<file path="src/design/rsb_pkg.sv">
package rsb_pkg;

    // Fixed field widths
    localparam int DIM_W   = 7;   // sprite width and height
    localparam int SCR_W   = 13;  // screen width and height, window position
    localparam int TRIG_W  = 16;  // Q1.14 cosine and sine
    localparam int OFS_W   = 8;   // signed offset from the sprite centre
    localparam int PROD_W  = TRIG_W + OFS_W;
    localparam int IDX_W   = 12;  // sprite_index field
    localparam int PIX_W   = 32;
    localparam int SIDX_W  = 2 * DIM_W;  // row times width plus column
    localparam int REG_W   = 3;

    localparam logic [PIX_W-1:0] ALPHA_MASK = 32'hFF00_0000;

    localparam logic OP_LOAD  = 1'b0;
    localparam logic OP_BLEND = 1'b1;

    localparam logic [REG_W-1:0] REG_SPRITE_WIDTH  = 3'd0;
    localparam logic [REG_W-1:0] REG_SPRITE_HEIGHT = 3'd1;
    localparam logic [REG_W-1:0] REG_SCREEN_WIDTH  = 3'd2;
    localparam logic [REG_W-1:0] REG_SCREEN_HEIGHT = 3'd3;
    localparam logic [REG_W-1:0] REG_WINDOW_LEFT   = 3'd4;
    localparam logic [REG_W-1:0] REG_WINDOW_TOP    = 3'd5;
    localparam logic [REG_W-1:0] REG_COS_Q         = 3'd6;
    localparam logic [REG_W-1:0] REG_SIN_Q         = 3'd7;

    typedef struct packed {
        logic [DIM_W-1:0]  sprite_width;
        logic [DIM_W-1:0]  sprite_height;
        logic [SCR_W-1:0]  screen_width;
        logic [SCR_W-1:0]  screen_height;
        logic [SCR_W-1:0]  window_left;
        logic [SCR_W-1:0]  window_top;
        logic [TRIG_W-1:0] cos_q;
        logic [TRIG_W-1:0] sin_q;
    } cfg_t;

    // Load enables of the stages behind the input register
    typedef struct packed {
        logic b;
        logic c;
        logic d;
        logic e;
    } stage_en_t;

    // Load data carried alongside the coordinate pipeline
    typedef struct packed {
        logic             op;
        logic [IDX_W-1:0] index;
        logic [PIX_W-1:0] pixel;
    } item_t;

endpackage

</file>
<file path="src/design/rsb_xform.sv">
module rsb_xform #(
    parameter int COORD_BITS     = 12,
    parameter int TRIG_FRAC_BITS = 14
) (
    input  logic                        aclk,
    input  rsb_pkg::stage_en_t          en,
    input  rsb_pkg::cfg_t               cfg,
    input  logic [COORD_BITS-1:0]       a_x,
    input  logic [COORD_BITS-1:0]       a_y,
    output logic                        d_ok,
    output logic [rsb_pkg::DIM_W-1:0]   d_sx,
    output logic [rsb_pkg::DIM_W-1:0]   d_sy
);

    localparam int XW = ((COORD_BITS > rsb_pkg::SCR_W) ? COORD_BITS : rsb_pkg::SCR_W) + 2;
    localparam int PW = ((TRIG_FRAC_BITS > 14) ? TRIG_FRAC_BITS : 14) + 12;
    localparam logic [PW-1:0] FRAC_MASK = PW'((64'd1 << TRIG_FRAC_BITS) - 64'd1);

    logic signed [XW-1:0]  ox;
    logic signed [XW-1:0]  oy;
    logic                  in_win;
    logic signed [rsb_pkg::OFS_W-1:0] dx;
    logic signed [rsb_pkg::OFS_W-1:0] dy;

    logic                  b_in_win_reg;
    logic signed [rsb_pkg::OFS_W-1:0] b_dx_reg;
    logic signed [rsb_pkg::OFS_W-1:0] b_dy_reg;

    logic signed [rsb_pkg::PROD_W-1:0] cdx, sdy, sdx, cdy;
    logic                  c_in_win_reg;
    logic signed [rsb_pkg::PROD_W-1:0] c_cdx_reg, c_sdy_reg, c_sdx_reg, c_cdy_reg;

    logic [PW-1:0]         cx_term;
    logic [PW-1:0]         cy_term;
    logic signed [PW-1:0]  sum_x;
    logic signed [PW-1:0]  sum_y;
    logic signed [PW-1:0]  bias_x;
    logic signed [PW-1:0]  bias_y;
    logic signed [PW-1:0]  src_x;
    logic signed [PW-1:0]  src_y;
    logic                  src_ok;

    logic                  d_ok_reg;
    logic [rsb_pkg::DIM_W-1:0] d_sx_reg;
    logic [rsb_pkg::DIM_W-1:0] d_sy_reg;

    // Offset into the window, then into the sprite about its centre
    always_comb begin
        ox = $signed(XW'(a_x)) - XW'($signed(cfg.window_left));
        oy = $signed(XW'(a_y)) - XW'($signed(cfg.window_top));
        in_win = (XW'(a_x) < XW'(cfg.screen_width)) &&
                 (XW'(a_y) < XW'(cfg.screen_height)) &&
                 !ox[XW-1] && (ox < $signed(XW'(cfg.sprite_width))) &&
                 !oy[XW-1] && (oy < $signed(XW'(cfg.sprite_height)));
        // Inside the window the offsets are below 64 in magnitude.
        dx = $signed({1'b0, ox[rsb_pkg::DIM_W-1:0]}) -
             $signed({2'b00, cfg.sprite_width[rsb_pkg::DIM_W-1:1]});
        dy = $signed({1'b0, oy[rsb_pkg::DIM_W-1:0]}) -
             $signed({2'b00, cfg.sprite_height[rsb_pkg::DIM_W-1:1]});
    end

    always_ff @(posedge aclk) begin
        if (en.b) begin
            b_in_win_reg <= in_win;
            b_dx_reg     <= dx;
            b_dy_reg     <= dy;
        end
    end

    always_comb begin
        cdx = $signed(cfg.cos_q) * b_dx_reg;
        sdy = $signed(cfg.sin_q) * b_dy_reg;
        sdx = $signed(cfg.sin_q) * b_dx_reg;
        cdy = $signed(cfg.cos_q) * b_dy_reg;
    end

    always_ff @(posedge aclk) begin
        if (en.c) begin
            c_in_win_reg <= b_in_win_reg;
            c_cdx_reg    <= cdx;
            c_sdy_reg    <= sdy;
            c_sdx_reg    <= sdx;
            c_cdy_reg    <= cdy;
        end
    end

    // Rotated sum plus centre, divided by the fraction scale towards zero
    always_comb begin
        cx_term = PW'(cfg.sprite_width[rsb_pkg::DIM_W-1:1]) << TRIG_FRAC_BITS;
        cy_term = PW'(cfg.sprite_height[rsb_pkg::DIM_W-1:1]) << TRIG_FRAC_BITS;
        sum_x   = PW'(c_cdx_reg) - PW'(c_sdy_reg) + cx_term;
        sum_y   = PW'(c_sdx_reg) + PW'(c_cdy_reg) + cy_term;
        bias_x  = sum_x + (sum_x[PW-1] ? FRAC_MASK : '0);
        bias_y  = sum_y + (sum_y[PW-1] ? FRAC_MASK : '0);
        src_x   = bias_x >>> TRIG_FRAC_BITS;
        src_y   = bias_y >>> TRIG_FRAC_BITS;
        src_ok  = c_in_win_reg &&
                  !src_x[PW-1] && (src_x < $signed(PW'(cfg.sprite_width))) &&
                  !src_y[PW-1] && (src_y < $signed(PW'(cfg.sprite_height)));
    end

    always_ff @(posedge aclk) begin
        if (en.d) begin
            d_ok_reg <= src_ok;
            d_sx_reg <= src_x[rsb_pkg::DIM_W-1:0];
            d_sy_reg <= src_y[rsb_pkg::DIM_W-1:0];
        end
    end

    assign d_ok = d_ok_reg;
    assign d_sx = d_sx_reg;
    assign d_sy = d_sy_reg;

endmodule

</file>
<file path="config.mk">
export PLATFORM = sky130hd
export DESIGN_NAME = rsb_xform
export DESIGN_NICKNAME = d
export VERILOG_FILES = /design/src/design/rsb_pkg.sv /design/src/design/rsb_xform.sv
export SDC_FILE = /design/constraint.sdc
export NUM_CORES = 2
export LEC_CHECK = 0
export BUFFER_PORTS_ARGS = -buffer_cell sky130_fd_sc_hd__buf_2
export CAP_MARGIN = 20
export CELL_PAD_IN_SITES_DETAIL_PLACEMENT = 1
export CELL_PAD_IN_SITES_GLOBAL_PLACEMENT = 1
export CORE_UTILIZATION = 46
export CTS_CLUSTER_DIAMETER = 150
export DETAILED_ROUTE_END_ITERATION = 16
export PLACE_DENSITY = 0.78
export SYNTH_ARGS = -nofsm -noshare
export SYNTH_HDL_FRONTEND = slang
export SYNTH_SLANG_ARGS = --single-unit
</file>
<file path="constraint.sdc">
create_clock -name aclk -period 6.7 [get_ports aclk]
set_clock_uncertainty 0.2 [all_clocks]
set_input_delay 0 -clock aclk [delete_from_list [all_inputs] [get_ports aclk]]
set_output_delay 0 -clock aclk [all_outputs]
set_load 0.05 [all_outputs]
</file>
### Word level (Yosys, flattened, before mapping)

Cells that the tools add are included.

* multipliers: 4
* mux-type cells: 2
* add/subtract/negate cells: 10
* reductions and logical operators: 13
* $lt $le $gt $ge: 6

Operators with widths (number)
* $mul 16x8->24: 4
* $add 25x21->26: 2
* $add 26x14->26: 2
* $lt 14x8->1: 2
* $mux 14: 2
* $sub 13x13->14: 2
* $lt 12x13->1: 2
* $add 24x24->25: 1
* $sub 24x24->25: 1
* $lt 12x8->1: 2
* $sub 7x6->8: 2
* $logic_and 1x1->1: 9
* $logic_not 1->1: 4

* output and inout port bits: 15
* register bits after elaboration: 129
* word-level logic and storage cells: 46

### Longest topological paths before layout

* depth after elaboration: 9
* mapped depth: 29
* gate-level depth less buffers: 29

### Worst setup path after synthesis

No wires, ideal clock.

* path type: register to register
* from: register c_sdx_reg[14] (netlist bit)
* to: register d_ok_reg, in the netlist d_ok (data pin)
* setup time: 0.134 ns
* arrival time: 6.230 ns
* cell stages (with the launch flop): 27
* path slack: 0.136 ns
* clock period less this slack: 6.564 ns
* path through: edfxtp_1 inv_1 fa_1 inv_1 ha_1 clkbuf_1 nand4_1 nor2_1 a21oi_1 a2111oi_0 o31ai_1 ha_1 a211oi_1 nand2_1 nor4_1 a211oi_1 a211oi_1 nor2_1 and2_1 xor2_1 ha_1 o21a_1 o2111ai_1 a21oi_1 or4_1 a211oi_2 and4_1

RTL lines
* from (decl): RTL line rsb_xform.sv:31 `logic signed [rsb_pkg::PROD_W-1:0] c_cdx_reg, c_sdy_reg, c_sdx_reg, c_cdy_reg;`
* from (signal assigned): RTL line rsb_xform.sv:82 `c_sdx_reg <= sdx;`
* $add 24x24->25 (*): RTL line rsb_xform.sv:92 `sum_y = PW'(c_sdx_reg) + PW'(c_cdy_reg) + cy_term;`
* $add 25x21->26 (*): RTL line rsb_xform.sv:92
* $mux 14: RTL line rsb_xform.sv:94 `bias_y = sum_y + (sum_y[PW-1] ? FRAC_MASK : '0);`
* $add 26x14->26 (*): RTL line rsb_xform.sv:94
* net bias_y[16]: RTL line rsb_xform.sv:38 `logic signed [PW-1:0] bias_y;`
* $lt 12x8->1 (*): RTL line rsb_xform.sv:99 `!src_y[PW-1] && (src_y < $signed(PW'(cfg.sprite_height)));`
* $logic_and 1x1->1 (*): RTL line rsb_xform.sv:99
* net src_ok: RTL line rsb_xform.sv:41 `logic src_ok;`
* to (signal assigned): RTL line rsb_xform.sv:104 `d_ok_reg <= src_ok;`
* to (decl): RTL line rsb_xform.sv:43 `logic d_ok_reg;`

Mark *: on every way through the listed nets, which the timed path passes. The rest lies on a longest branch.
A chain may end at the register's enable or synchronous reset.

### Worst setup path after layout

* from: register c_sdx_reg[1] (netlist bit)
* to: register d_ok_reg, in the netlist d_ok (data pin)

The elaborated chain is that of the path after synthesis.

==> flow_metrics.env <==
export IMPL_status="finished clean"
export IMPL_yosysUniqueCellTypes=74
export IMPL_finish_instance_area_mm2=0.0315
export IMPL_path_buf_inv=4
export IMPL_avgRoutedWirePerCell_um=20.3
export IMPL_dp_slack_ns=-0.255
export IMPL_clkTransAtPathRegs_ns=0.06
export IMPL_endpoint="d_ok"
export IMPL_r2r_start="c_sdx_reg[1]"
export IMPL_cts_tree="built"
export IMPL_instances_no_fill=4068
export IMPL_worst_slew_pin_slew_ns=0.755
export IMPL_hold_violations=0
export IMPL_ys_seq_elements=129
export IMPL_syn_avg_cell_area_um2=9.23
export IMPL_yosysTopAreaCellShare=0.302
export IMPL_drtIter0Drc=960
export IMPL_final_cell_mix="inv_1 (653), fa_1 (429), ha_1 (365)"
export IMPL_htreeDepth=4
export IMPL_clock_sinks=129
export IMPL_cts_buffer_depth=2
export IMPL_cp_common_cell="ha_1"
export IMPL_final_common_cell="inv_1"
export IMPL_min_period_over_period=0.983
export IMPL_clock_fmax_mhz=152
export IMPL_synthSimpleGateAreaFrac=0.161
export IMPL_synth_fa_ha_area_frac=0.462
export IMPL_core_area_mm2=0.0608
export IMPL_synthArstFlopShare=0
export IMPL_dpl_cell_count=4013
export IMPL_grt_pass1_wl_mm=135
export IMPL_die_y_um=251
export IMPL_cp_data_required_time_ns=6.85
export IMPL_ant_nets=0
export IMPL_r2r_cells=28
export IMPL_hpwl_mm=68.9
export IMPL_routed_wl_mm=82.8
export IMPL_gr_total_overflow=0
export IMPL_hold_path_class="input port to flop"
export IMPL_netlist_instances=3094
export IMPL_root_buffer="clkbuf_16"
export IMPL_crit_family="compound AO/OA/AOI/OAI gates"
export IMPL_seqCellArea_mm2=0.00387
export IMPL_worstSetupStartpoint="c_sdx_reg[1]"
export IMPL_numCtsBuffers=17
export IMPL_nNetsFinal=4195
export IMPL_synth_nets=4017
export IMPL_die_width_um=251
export IMPL_crit_path_max_fanout=9
export IMPL_synthXorXnorAreaFrac=0.0487
export IMPL_ys_warn_count=0
export IMPL_crit_slowest_cell="or4_4"
export IMPL_crit_cells=28
export IMPL_worstSetupPathType="flop to flop"
export IMPL_initial_core_util=0.469
export IMPL_finalWorstPathRequiredPeriod_ns=6.59
export IMPL_slew_viol_final=0
export IMPL_gp_congestion=0.890
export IMPL_synth_top_family_by_area="adder cells"
export IMPL_drive_gt1_frac=0.0922
export IMPL_drcViolationCount=0
export IMPL_worst_r2r_endpoint="d_ok"
export IMPL_rrSetupSlack_ns=0.11
export IMPL_seq_area_frac_synth=0.136
export IMPL_first_global_vias=25615
export IMPL_synthTopCellsByArea="fa_1 (30%), ha_1 (16%), edfxtp_1 (14%)"
export IMPL_n_fill_cell=7050
export IMPL_setup_slack_ns=0.115
export IMPL_dr_pass1_iters=5
export IMPL_grt_max_degree=51
export IMPL_grt_usage=0.275
export IMPL_rows=90
export IMPL_multiInputGateArea_mm2=0.0220
export IMPL_arrival_ns=6.73
export IMPL_synth_edf_count=129
export IMPL_numPortBuffers=140
export IMPL_dpl_cell_area_mm2=0.0305
export IMPL_io_pins=142
export IMPL_start_kind="flop"
export IMPL_rsz0062_at_grt="true"
export IMPL_antenna_found_initial=3
export IMPL_die_area_mm2=0.0631
export IMPL_relSlewSlack=0.497
export IMPL_maxCapViolations=0
export IMPL_syn2layout_area_growth_pct=10.2
export IMPL_synth_compound_area_frac=0.0948
export IMPL_num_vias=22131
export IMPL_synth_area_mm2=0.0285
export IMPL_routed_via_density=5.44
export IMPL_synth_top_area_cell="fa_1"
export IMPL_synth_mux_area_frac=0.000351
export IMPL_max_stage_delay_ns=0.46
export IMPL_finalSetupViolCount=0
export IMPL_ys_flop_type="edfxtp_1"
export IMPL_end_kind="flop"
export IMPL_insertion_delay_ns=0.49
[worst register-to-register path, delay by kind of cell, from the launching register on]
family          cells  cell delay (ns)
simple gates        7             1.45
flops               1             0.37
fa+ha+maj           5             1.51
compound gates     11             2.10
xor+xnor            1             0.20
buf+inv             4             0.63
[how the worst min path moves through the flow]
stage	cells past startpoint	to	slack (ns)	startpoint
after floorplan	0	b_dx_reg[0]	-0.09	en[3]
after global placement	0	c_in_win_reg	0.21	b_in_win_reg
after detailed placement	0	c_in_win_reg	0.22	b_in_win_reg
after CTS	4	b_dx_reg[6]	0.001	a_x[6]
after global routing	3	b_dy_reg[1]	0.07	cfg[86]
final	4	b_dx_reg[6]	0.04	a_x[6]
[repair_timing]
| item | in CTS | in global routing |
|---|---|---|
| pin swaps | 0 | 6 |
| hold buffers | 13 | 0 |
| gates resized for setup | 7 | 19 |
| endpoints found under the setup margin | 1 | 7 |
| setup buffers | 0 | 9 |
| hold endpoints to repair | 87 | 0 |
[through the flow]
step / TNS, ns / util / hold WS (ns)
floorplan: 0 / - / -0.0875
global placement: -0.0198 / 0.502 / 0.215
detailed placement: -0.255 / 0.502 / 0.219
CTS: 0 / 0.515 / 0.00145
global route: -0.248 / 0.517 / 0.0669
finish: 0 / 0.517 / 0.0391
[layout make-up]
cell class / count / area share
clock buffers: 19 / 0.0138
clock inverters: 13 / 0.00596
inverters: 654 / 0.0780
well taps: 782 / 0.0311
repair buffers: 244 / 0.0490
diodes: 1 / 0.0000795
multi-input cells: 2226 / 0.699
flip-flops and latches: 129 / 0.123
[Yosys cell counts, types with 4 or more instances]
master / count
nand3_1: 32
o21a_1: 26
a31o_2: 4
nor4_1: 5
a21boi_0: 16
clkbuf_1: 80
nand4_1: 7
and2_1: 315
o22ai_1: 5
edfxtp_1: 129
o31a_1: 5
nor2b_1: 23
a211oi_1: 22
o31ai_1: 12
xor2_1: 46
or3_1: 11
o2111ai_1: 7
a31oi_1: 13
nand2_1: 217
inv_1: 654
nor2_1: 94
nand2b_1: 78
nor3_1: 41
o211ai_1: 8
o21bai_1: 15
xnor2_1: 111
a21o_1: 43
a2111oi_0: 4
fa_1: 430
o21ai_0: 82
a21oi_1: 105
a211o_1: 5
o211a_1: 4
ha_1: 366
and3_1: 12
or2_2: 4
[cell families (layout without fill, tap and decap cells)]
logic type                 Yosys count  after routing
adders and majority gates          796            796
other                                0              1
and+or+nand+nor                    863            863
muxes                                1              1
buffers and inverters              739            930
xor gates and xnor gates           158            158
DFF                                129            129
AOI/OAI and AO/OA                  408            408
[metal layers]
metal / wire length [µm] / GRT usage / vias to the layer above
li1: - / - / 10174
met1: 34300 / 0.332 / 11386
met2: 42600 / 0.500 / 435
met3: 3020 / 0.0376 / 134
met4: 2850 / 0.0960 / 2
met5: 13 / 0 / -
Power is not shown: default switching activity piles up to over one toggle a cycle in this logic, so the estimate is an artifact.
